--- config.mk ---
export PLATFORM = sky130hd
export DESIGN_NAME = bfs_rank_cmp
export DESIGN_NICKNAME = d
export VERILOG_FILES = /design/src/sv/bfs_pkg.sv /design/src/sv/bfs_rank_cmp.sv
export SDC_FILE = /design/constraint.sdc
export NUM_CORES = 1
export LEC_CHECK = 0
export ABC_CLOCK_PERIOD_IN_PS = 1800
export BUFFER_PORTS_ARGS = -buffer_cell sky130_fd_sc_hd__buf_2
export CAP_MARGIN = 30
export CORE_MARGIN = 2
export CORE_UTILIZATION = 38
export DETAILED_ROUTE_END_ITERATION = 16
export PLACE_DENSITY = 0.82
export SLEW_MARGIN = 5
export SYNTH_ARGS = -nofsm -noshare
export SYNTH_HDL_FRONTEND = slang
export SYNTH_SLANG_ARGS = --single-unit
--- constraint.sdc ---
create_clock -name vclk -period 1.8
set_clock_uncertainty 0.15 [all_clocks]
set_input_delay 0.36 -clock vclk [all_inputs]
set_output_delay 0.36 -clock vclk [all_outputs]
set_load 0.02 [all_outputs]
--- src/sv/bfs_pkg.sv ---
`timescale 1ns / 1ps
package bfs_pkg;
  localparam int unsigned SYMBOLS    = 256;
  localparam int unsigned SYM_W      = $clog2(SYMBOLS);
  localparam int unsigned COUNT_BITS = 32;
  localparam int unsigned OUT_BITS   = 32;

  typedef enum logic [1:0] {
    OP_COUNT = 2'd0,
    OP_READ  = 2'd1,
    OP_CLEAR = 2'd2,
    OP_NONE  = 2'd3
  } op_e;

  typedef struct packed {
    logic [1:0] operation;
    logic [7:0] data_byte;
    logic [7:0] rank;
  } in_item_t;

  typedef struct packed {
    logic [7:0]          symbol;
    logic [OUT_BITS-1:0] occurrences;
    logic                saturated;
  } out_item_t;

  typedef enum logic [3:0] {
    ST_IDLE,
    ST_CNT_RD,
    ST_CNT_WR,
    ST_CLR,
    ST_SRT_RDS,
    ST_SRT_RDT,
    ST_SRT_CMP,
    ST_SRT_WR,
    ST_RD_SYM,
    ST_RD_CNT,
    ST_OUT
  } state_e;

  localparam logic [COUNT_BITS-1:0] COUNT_MAX = '1;
endpackage

--- src/sv/bfs_rank_cmp.sv ---
`timescale 1ns / 1ps
module bfs_rank_cmp
  import bfs_pkg::*;
(
  input  logic [COUNT_BITS-1:0] c_i,
  input  logic [COUNT_BITS-1:0] d_i,
  input  logic [SYM_W-1:0]      s_i,
  input  logic [SYM_W-1:0]      t_i,
  output logic                  before_o
);
  // t sorts ahead of s
  assign before_o = (d_i < c_i) || ((d_i == c_i) && (t_i < s_i));
endmodule

# After elaboration in Yosys (flattened, before gate mapping)
# Cells that the tools add are included.
word_totals:
  ff_bits: 0
  input_bits: 80
  out_inout_bits: 1
  word_cells: 5
classes:
  n_lt_le_gt_ge: 2
  n_eq_ne: 1
  n_reduce_logical: 2
op_table:
  columns: ["operator", "count"]
  rows:
  - ["== test 32 bit", 1]
  - ["< comparator 32 bit", 1]
  - ["< comparator 8 bit", 1]
  - ["logical AND 1 bit", 1]
  - ["logical OR 1 bit", 1]

# Longest topological paths before layout
# Gate-level depths: netlist of the first run.
depth:
  word_depth: 3
  mapped_depth: 7
  ltp_nobuf: 7

# Worst setup path before layout of the first run
# OpenSTA, ideal clock, no wires.
synth_timing:
  path_type: "input port to output port"
  from: "input port c_i[30]"
  to: "output port before_o"
  t_arrival_ps: 1601
  required_ps: 1290
  path_slack_ps: -311
  cell_stages: 7
  n_path_buf: 0
  path_cell_list: "inv_1 -> ha_1 -> a21oi_1 -> nand2_1 -> a221oi_1 -> nand2_1 -> o211ai_2"
synth_between:
  elab_chain_cells: 3
  elab_cells_between_ends: 4
  cone_classes: "order compare (1); eq/ne (1); reduce/logical (2)"
synth_rtl:
  columns: ["element", "line_no", "rtl"]
  rows:
  - ["from (decl)", "bfs_rank_cmp.sv:5", "input logic [COUNT_BITS-1:0] c_i,"]
  - ["branches (longest 2 deep; another with < comparator 32 bit)", null, null]
  - ["logical OR 1 bit *", "bfs_rank_cmp.sv:12", "assign before_o = (d_i < c_i) || ((d_i == c_i) && (t_i < s_i));"]
  - ["to (decl)", "bfs_rank_cmp.sv:9", "output logic before_o"]
# Mark *: on every way between the ends.

# Worst setup path in the final report of the first run
# Same ends and word-level chain as after synthesis.

==> summary.txt, run 1 <==
Status
  – Status: complete, but fails checks
  – Failing checks: negative setup slack

Routing
  – DR iter-0 viols: 18
  – Drc violations: 0
  – DR WL/cell: roughly 11 um
  – Vias per cell: 4.89
  – Via Count: between 1000 and 1500
  – WL final: 2.79 mm
  – TritonRoute pass-1 iters: 4
  – Post-route ant nets: 0

Setup path
  – Crit path cell chain: buf_6, inv_8, ha_4, a21oi_1, nand2_1, a221oi_2, nand2_1, o211ai_4, buf_6
  – Setup CP Type: input port to output port
  – Startpoint types: input port
  – Worst Path Arrival: between 1.5 and 2 ns
  – Largest fanout on the critical path: 3
  – Crit path max-delay family: compound AO/OA/AOI/OAI gates
  – Slowest cell on the critical path: a221oi_2
  – Critical path endpoint category: output port
  – Buf/Inv on CP: 3
  – Required @ worst endpoint: roughly 1.3 ns
  – CP max stage delay: around 0.34 ns

GRT
  – Initial antenna violation count: 0
  – Grt ovf: 0
  – Vias in the first global route: 1229
  – GRT Overall Usage: 0.176
  – First-pass GRT wire length: 4.70 mm
  – Largest net degree at the start of global routing: 4

Timing
  – Crit path time final: between 2 and 2.5 ns
  – Fmax: about 440 MHz
  – Worst slew margin: 0.805
  – Final worst slack: -0.498 ns
  – Final period utilization: 1.28
  – Count of final max-slew check failures: 0
  – Worst Tran Pin Value: between 0.2 and 0.3 ns
  – Count of final hold-check violations: 0
  – RSZ-0062 raised after global routing: true
  – Final setup fails: 1

Worst hold path
  – Hold Crit Start: d_i[31]
  – Hold EP: before_o
  – Hold WC Path Type: input port to output port
  – Hold Path Stages: 6

Finish
  – Fill count: approximately 190
  – Final-layout clock buffer total: 0
  – Most frequent cells in the layout: buf_2 (66), inv_1 (31), ha_1 (29)
  – Sequential cell area: 0 um^2
  – Layout cells sized above 1: 0.515
  – Synthesis-to-finish area growth: 79.0%
  – Final core utilization: 0.724
  – Layout net count: about 350
  – Multi-input logic area: about 1000 um^2
  – FFs & Latches: 0
  – Ant. Diodes: 0
  – Commonest non-fill, non-tap cell in the layout: buf_2
  – Non-Filler Instances: between 200 and 300

Synth
  – Synthesized instance count: 141
  – Distinct cell type count after synthesis: 21
  – Post-Syn Nets: 260
  – Sequential area share after synthesis: 0
  – Post-Syn Area: approximately 1000 um^2
  – Syn. warnings: 0
  – Syn Area/Cell: roughly 7.1 um^2

Run
  – MaxCap Viol Count: 0

Floorplanning
  – DIE AREA: 3060 um^2
  – IO Pins: 81
  – Initial Util: 0.405
  – DIE HEIGHT: between 50 and 60 um
  – Die width: 55.4 um
  – Num rows: 18
  – CORE AREA: approximately 2500 um^2

Placed design
  – Placer congestion estimate: 0.771
  – Port bufs: 81
  – Final HPWL DP: 2.23 mm
  – Post-Place Cells: ~260

Clock network
  – Hold-fix buffers, CTS: 0

Power
  – Max IR drop VDD: between 0.15 and 0.2 mV
  – Pwr per Cell Area: between 200 and 250 nW/um^2
  – P_leak: 1.04 nW
==> logic make-up (layout without fill, tap and decap cells) <==
| logic type | after synthesis | after routing | share of synthesized area |
|---|---|---|---|
| AO/OA/AOI/OAI | 33 | 33 | 0.213 |
| adder cells (fa/ha/maj) | 39 | 39 | 0.487 |
| AND/OR/NAND/NOR | 28 | 28 | 0.146 |
| buffers and inverters | 41 | 127 | 0.154 |
==> final cells by class <==
class,count,area share
multi-input cells,100,0.584
repair buffers,86,0.301
inverters,41,0.0941
well taps,30,0.0209
==> power by group <==
part | switching [W] | internal, W
Clock | 0 | 0
Combinational | 0.000179 | 0.000227
Sequential | 0 | 0
==> how the worst max path moves through the flow <==
stage                       start  endpoint  slack, ns  cells past startpoint
final                     c_i[30]  before_o      -0.50                      9
after floorplan           c_i[30]  before_o      -0.23                      7
after CTS                 c_i[26]  before_o      -0.49                      9
after detailed placement  c_i[30]  before_o      -0.61                      9
after global routing      c_i[27]  before_o      -0.59                      9
after global placement    c_i[30]  before_o      -0.57                      9
==> cell usage after synthesis, drive strengths merged <==
cell type   n  area, um^2
a2bb2oi     1        8.76
a2111o      1        11.3
nor3        1        5.00
nor2        5        18.8
o21a        1        7.51
nand4       7        50.1
nand2      10        37.5
nor4        1        12.5
a211o       2        17.5
a221oi      1        8.76
o21ai       4        20.0
nor2b       1        6.26
o211ai      4        35.0
a21oi      15        75.1
inv        41         154
ha         39         488
nand2b      1        6.26
nand3       2        10.0
a21o        4        30.0
==> per-layer routing <==
layer | GRT usage | routed length [um]
met2 | 0.354 | 1450
met4 | 0.0279 | 37
met1 | 0.189 | 1110
met3 | 0.0304 | 202
met5 | 0 | 0
==> worst min-delay path, stage by stage <==
cell and delay (ns):
buf_6 0.07, ha_4 0.11, a221oi_2 0.04, nand3_2 0.08
o211ai_4 0.08, buf_6 0.13
==> timing repair <==
action | CTS | global route
resized for setup | 22 | 21
pin swaps | 9 | 14
cloned | 0 | 0
setup buffers | 1 | 1
endpoints found under the setup margin | 1 | 1
==> per-stage QoR <==
step                      cell area [um^2]  hold WS, ns  total power [W]  setup TNS (ns)  worst slack, ns
after floorplan                       1090        0.899         0.000190          -0.234           -0.234
after global placement                1550         1.15         0.000319          -0.575           -0.575
after detailed placement              1550         1.16         0.000326          -0.606           -0.606
after CTS                             1690         1.12         0.000360          -0.495           -0.495
after global routing                  1790         1.12         0.000456          -0.589           -0.589
final                                 1790         1.08         0.000406          -0.498           -0.498
No activity file was read; power rests on OpenSTA's default activity.
==> inputs of run 2 (changes only) <==
- ABC_AREA: default -> 1
- ABC_CLOCK_PERIOD_IN_PS: 1800 -> 2850
- CORE_UTILIZATION: 38 -> 45
- PLACE_DENSITY: 0.82 -> 0.88
- clock period: 1.8 -> 2.85 ns (I/O delays scaled with it)
==> summary.txt, run 2 <==
Status
  – Status: finished, final reports clean (was complete, but fails checks)

Timing
  – Worst slew margin: 0.884 (was 0.805)
  – Count of final hold-check violations: 0 (unchanged)
  – Count of final max-slew check failures: 0 (unchanged)
  – Worst Tran Pin Value: 0.173 ns (was 0.291 ns)
  – Fmax: 411 MHz
  – Crit path time final: ~2.4 ns
  – Final period utilization: 0.854
  – Final setup fails: 0 (was 1)
  – RSZ-0062 raised after global routing: false (was true)
  – Post-route setup TNS: 0 ns (was -0.498 ns)
  – Final worst slack: 0.415 ns (was -0.498 ns)

Finish
  – Most frequent cells in the layout: buf_2 (81), inv_1 (48), nand2_1 (41) (was buf_2 (66), inv_1 (31), ha_1 (29))
  – Final-layout clock buffer total: 0 (unchanged)
  – Sequential cell area: 0 um^2 (unchanged)
  – Layout cells sized above 1: 0.374 (was 0.515)
  – Layout net count: 375 (was 348)
  – Non-Filler Instances: 282 (was 257)
  – Fill count: 230 (was 185)
  – Commonest non-fill, non-tap cell in the layout: buf_2 (unchanged)
  – Synthesis-to-finish area growth: 40.4% (was 79.0%)
  – Ant. Diodes: 0 (unchanged)
  – Multi-input logic area: 902 um^2 (was 1050 um^2)
  – FFs & Latches: 0 (unchanged)

GRT
  – Initial antenna violation count: 0 (unchanged)
  – Largest net degree at the start of global routing: 4 (unchanged)
  – GRT Overall Usage: 0.158 (was 0.176)
  – First-pass GRT wire length: 3.63 mm (was 4.70 mm)
  – Vias in the first global route: 1076 (was 1229)
  – Grt ovf: 0 (unchanged)

Routing
  – WL final: 2.21 mm (was 2.79 mm)
  – DR iter-0 viols: 5 (was 18)
  – Drc violations: 0 (unchanged)
  – Via Count: 1254 (was 1256)
  – DR WL/cell: 7.83 um (was 10.9 um)
  – TritonRoute pass-1 iters: 3 (was 4)
  – Vias per cell: 4.45 (was 4.89)
  – Post-route ant nets: 0 (unchanged)

Clock network
  – Post_cts resized: 0 (was 22)
  – Hold-fix buffers, CTS: 0 (unchanged)
  – Postcts setup bufs: 0 (was 1)

Power
  – Max IR drop VDD: 0.0704 mV (was 0.168 mV)
  – Pwr per Cell Area: 123 nW/um^2 (was 226 nW/um^2)
  – Tot Pwr: 0.000188 W (was 0.000406 W)
  – P_leak: 1.05 nW (was 1.04 nW)

Synth
  – Distinct cell type count after synthesis: 18 (was 21)
  – Post-Syn Area: 1090 um^2 (was 1000 um^2)
  – Syn Area/Cell: 6.30 um^2 (was 7.11 um^2)
  – Dominant cells by area after synthesis: ha_1 (45%), inv_1 (17%), nand2_1 (14%) (was ha_1 (49%), inv_1 (15%), a21oi_1 (7.5%))
  – Most common cell in the netlist: inv_1 (unchanged)
  – Post-Syn Nets: 292 (was 260)
  – Synthesized instance count: 173 (was 141)
  – Syn. warnings: 0 (unchanged)
  – Sequential area share after synthesis: 0 (unchanged)
  – Post-synth top area share: 0.448 (was 0.487)
  – Most area-hungry cell type in the Yosys netlist: ha_1 (unchanged)
  – Leading cell types by count after synthesis: inv_1 (48), nand2_1 (41), ha_1 (39) (was inv_1 (41), ha_1 (39), a21oi_1 (15))

Floorplanning
  – DIE HEIGHT: 53.2 um (was 55.4 um)
  – Initial Util: 0.483 (was 0.405)
  – IO Pins: 81 (unchanged)
  – DIE AREA: 2830 um^2 (was 3060 um^2)
  – Die width: 53.2 um (was 55.4 um)
  – Num rows: 17 (was 18)
  – CORE AREA: 2250 um^2 (was 2480 um^2)

Setup path
  – Largest fanout on the critical path: 2 (was 3)
  – Required @ worst endpoint: 2.13 ns (was 1.29 ns)
  – Worst Path Arrival: 1.71 ns (was 1.79 ns)
  – Critical path endpoint category: output port (unchanged)
  – Setup CP Type: input port to output port (unchanged)
  – Startpoint types: input port (unchanged)

Placed design
  – Pre-CTS setup slack: 0.400 ns (was -0.606 ns)
  – Port bufs: 81 (unchanged)
  – Post-Place Cells: 282 (was 255)
  – Final HPWL DP: 2.16 mm (was 2.23 mm)
  – Placer congestion estimate: 0.793 (was 0.771)

Run
  – MaxCap Viol Count: 0 (unchanged)

Worst hold path
  – Hold WC Path Type: input port to output port (unchanged)
==> run 2: cell types whose count changed after synthesis, sizes merged, moves of 2 or more <==
cell / before / now
a21o: 4 / 1
o211ai: 4 / 0
nand4: 7 / 3
a211o: 2 / 0
inv: 41 / 50
nand2: 10 / 44
nor2: 5 / 12
==> run 2: final timing paths <==
kind	endpoint	cells after the start	slack [ns]	from
worst max-delay path	before_o	11	0.42	c_i[19]
worst min-delay path	before_o	8	1.58	d_i[23]
==> run 2: layer usage <==
metal / part of all wire / global-route usage / vias to the layer above
li1: - / - / 704
met1: 0.39 / 0.150 / 508
met3: 0.085 / 0.0113 / 0
met4: 0 / 0.0171 / 0
met2: 0.53 / 0.358 / 42
met5: 0 / 0 / -
==> run 2: report_power, final <==
part	total (W)	leakage (nW)	switching [W]	internal, W
logic	0.000188	1.05	0.0000919	0.0000961
registers	0	0	0	0
clock network	0	0	0	0
total	0.000188	1.05	0.0000919	0.0000961
==> run 2: worst max-delay path: stages <==
cell	delay, ns
buf_2	0.08
inv_1	0.03
ha_1	0.29
a21oi_1	0.16
nand2_1	0.07
nand2_1	0.05
nand3_1	0.07
a21oi_1	0.12
nand2_1	0.06
nand2_1	0.04
buf_2	0.16
==> run 2: cells by family (layout without fill, tap and decap cells) <==
group / after synthesis / after routing / synth area share
AOI/OAI and AO/OA: 20 / 20 / 0.0964
adders and majority gates: 39 / 39 / 0.448
buffers and inverters: 50 / 131 / 0.172
and+or+nand+nor: 64 / 64 / 0.284
==> run 2: stage by stage <==
| stage | area, um^2 | hold slack, ns | utilization |
|---|---|---|---|
| 5_1_grt | 1530 | 1.64 | 0.679 |
| 4_1_cts | 1530 | 1.60 | 0.679 |
| 2_1_floorplan | 1090 | 1.41 | - |
| 3_3_place_gp | 1530 | 1.58 | 0.679 |
| 3_5_place_dp | 1530 | 1.60 | 0.679 |
| 6_report | 1530 | 1.58 | 0.679 |
==> run 2: layout make-up <==
| cell class | instances | share of cell area |
|---|---|---|
| multi-input cells | 123 | 0.590 |
| well taps | 28 | 0.0229 |
| repair buffers | 81 | 0.265 |
| inverters | 50 | 0.123 |
==> inputs of run 3 (changes only) <==
- ABC_AREA: 1 -> default
- PLACE_DENSITY: 0.88 -> 0.91
==> summary.txt, run 3 (synthesized netlist as in run 1, its figures left out) <==
Status
  – Status: finished, final reports clean (unchanged)

GRT
  – Grt ovf: 0 (unchanged)
  – Largest net degree at the start of global routing: 4 (unchanged)
  – Initial antenna violation count: 0 (unchanged)
  – First-pass GRT wire length: 3.84 mm (was 3.63 mm)
  – GRT Overall Usage: 0.178 (was 0.158)
  – Vias in the first global route: 1054 (was 1076)

Finish
  – Non-Filler Instances: 250 (was 282)
  – Final-layout clock buffer total: 0 (unchanged)
  – Sequential cell area: 0 um^2 (unchanged)
  – Most frequent cells in the layout: buf_2 (80), inv_1 (41), ha_1 (39) (was buf_2 (81), inv_1 (48), nand2_1 (41))
  – Commonest non-fill, non-tap cell in the layout: buf_2 (unchanged)
  – Layout net count: 343 (was 375)
  – Synthesis-to-finish area growth: 46.4% (was 40.4%)
  – Final core utilization: 0.683 (was 0.679)
  – Ant. Diodes: 0 (unchanged)
  – Layout cells sized above 1: 0.383 (was 0.374)
  – FFs & Latches: 0 (unchanged)

Power
  – Pint: 0.0000991 W (was 0.0000961 W)
  – Power share of the sequential group: 0 (about the same)
  – Tot Pwr: 0.000187 W (was 0.000188 W)
  – Clock Power Share: 0 (about the same)
  – P_leak: 0.979 nW (was 1.05 nW)
  – Switch Pwr: 0.0000878 W (was 0.0000919 W)
  – Pwr per Cell Area: 127 nW/um^2 (was 123 nW/um^2)
  – Switching part of the total: 0.470 (was 0.489)
  – Combinational share of power: 1.000 (about the same)
  – Max IR drop VDD: 0.0690 mV (was 0.0704 mV)

Floorplanning
  – DIE HEIGHT: 51.2 um (was 53.2 um)
  – Initial Util: 0.467 (was 0.483)
  – Num rows: 17 (unchanged)
  – Die width: 51.2 um (was 53.2 um)
  – DIE AREA: 2620 um^2 (was 2830 um^2)
  – IO Pins: 81 (unchanged)
  – CORE AREA: 2150 um^2 (was 2250 um^2)

Timing
  – Worst slew margin: 0.806 (was 0.884)
  – Crit path time final: 2.72 ns (was 2.43 ns)
  – Final setup fails: 0 (unchanged)
  – Count of final hold-check violations: 0 (unchanged)
  – Final period utilization: 0.956 (was 0.854)
  – Fmax: 367 MHz (was 411 MHz)
  – Worst Tran Pin Value: 0.291 ns (was 0.173 ns)
  – Count of final max-slew check failures: 0 (unchanged)

Placed design
  – Post-Place Cells: 250 (was 282)
  – Placer congestion estimate: 0.753 (was 0.793)
  – Port bufs: 81 (unchanged)
  – Final HPWL DP: 2.21 mm (was 2.16 mm)

Routing
  – DR iter-0 viols: 7 (was 5)
  – DR WL/cell: 9.09 um (was 7.83 um)
  – Drc violations: 0 (unchanged)
  – Via Count: 1171 (was 1254)
  – TritonRoute pass-1 iters: 4 (was 3)
  – Vias per cell: 4.68 (was 4.45)
  – Post-route ant nets: 0 (unchanged)
  – WL final: 2.27 mm (was 2.21 mm)

Setup path
  – Buf/Inv on CP: 3 (unchanged)
  – Critical path endpoint category: output port (unchanged)
  – Worst Path Arrival: 2.00 ns (was 1.71 ns)
  – Critical Path Stages: 9 (was 11)
  – Required @ worst endpoint: 2.13 ns (about the same)
  – Crit path cell chain: buf_2, inv_1, ha_1, nand4_4, nor4_4, nand2_1, a211o_1, o211ai_2, buf_4 (was buf_2, inv_1, ha_1, a21oi_1, nand2_1, nand2_1, nand3_1, a21oi_1, nand2_1, nand2_1, buf_2)
  – Slowest cell on the critical path: ha_1 (unchanged)
  – Setup CP Type: input port to output port (unchanged)
  – Crit path max-delay family: simple AND/OR/NAND/NOR gates (was adder cells)
  – CP max stage delay: 0.34 ns (was 0.29 ns)
  – Startpoint types: input port (unchanged)
  – Largest fanout on the critical path: 3 (was 2)

Worst hold path
  – Hold EP: before_o (unchanged)
  – Hold Path Stages: 6 (was 8)
  – Hold Crit Start: d_i[31] (was d_i[23])
  – Hold WC Path Type: input port to output port (unchanged)

Run
  – MaxCap Viol Count: 0 (unchanged)

Clock network
  – Hold-fix buffers, CTS: 0 (unchanged)
-- run 3: cell types whose count changed in the layout (fill, tap and decap cells not counted), sizes merged, moves of 2 or more --
| cell | delta |
|---|---|
| a211o | +2 |
| a21o | +3 |
| inv | -9 |
| nand2 | -34 |
| nand4 | +4 |
| nor2 | -7 |
| o211ai | +4 |
-- run 3: how the worst max path moves through the flow --
stage                     endpoint     from
final                     before_o  c_i[30]
after global routing      before_o  c_i[21]
after CTS                 before_o  c_i[27]
after detailed placement  before_o  c_i[27]
after global placement    before_o  c_i[27]
after floorplan           before_o  c_i[30]
-- run 3: per-stage QoR --
| stage | setup TNS, ns | area (um^2) | hold WS [ns] | worst slack [ns] |
|---|---|---|---|---|
| 2_1_floorplan | 0 | 1000 | 1.37 | 0.319 |
| 3_3_place_gp | 0 | 1440 | 1.56 | 0.0976 |
| 3_5_place_dp | 0 | 1440 | 1.56 | 0.0593 |
| 4_1_cts | 0 | 1440 | 1.57 | 0.0543 |
| 5_1_grt | -0.0207 | 1470 | 1.61 | -0.0207 |
| 6_report | 0 | 1470 | 1.57 | 0.126 |
-- run 3: routing by layer --
metal | vias to the layer above | GRT usage | part of all wire | wire (um)
li1 | 650 | - | - | -
met1 | 483 | 0.221 | 0.42 | 962
met2 | 38 | 0.355 | 0.51 | 1160
met3 | 0 | 0.00585 | 0.066 | 151
met4 | 0 | 0 | 0 | 0
met5 | - | 0 | 0 | 0
-- run 3: power groups by stage --
stage / combinational [W] / clock [W] / sequential (W)
floorplan: 0.000104 / 0 / 0
global placement: 0.000176 / 0 / 0
detailed placement: 0.000182 / 0 / 0
CTS: 0.000183 / 0 / 0
global route: 0.000219 / 0 / 0
finish: 0.000187 / 0 / 0
-- run 3: what timing repair did --
action                                  CTS  global route
setup buffers                             0             0
resized for setup                         0             4
endpoints found under the setup margin    0             1
-- run 3: area by class of cell --
cell class / instances / area, um^2
well taps: 28 / 35.0
multi-input cells: 100 / 871
inverters: 41 / 154
fillers: 203 / 681
repair buffers: 81 / 408
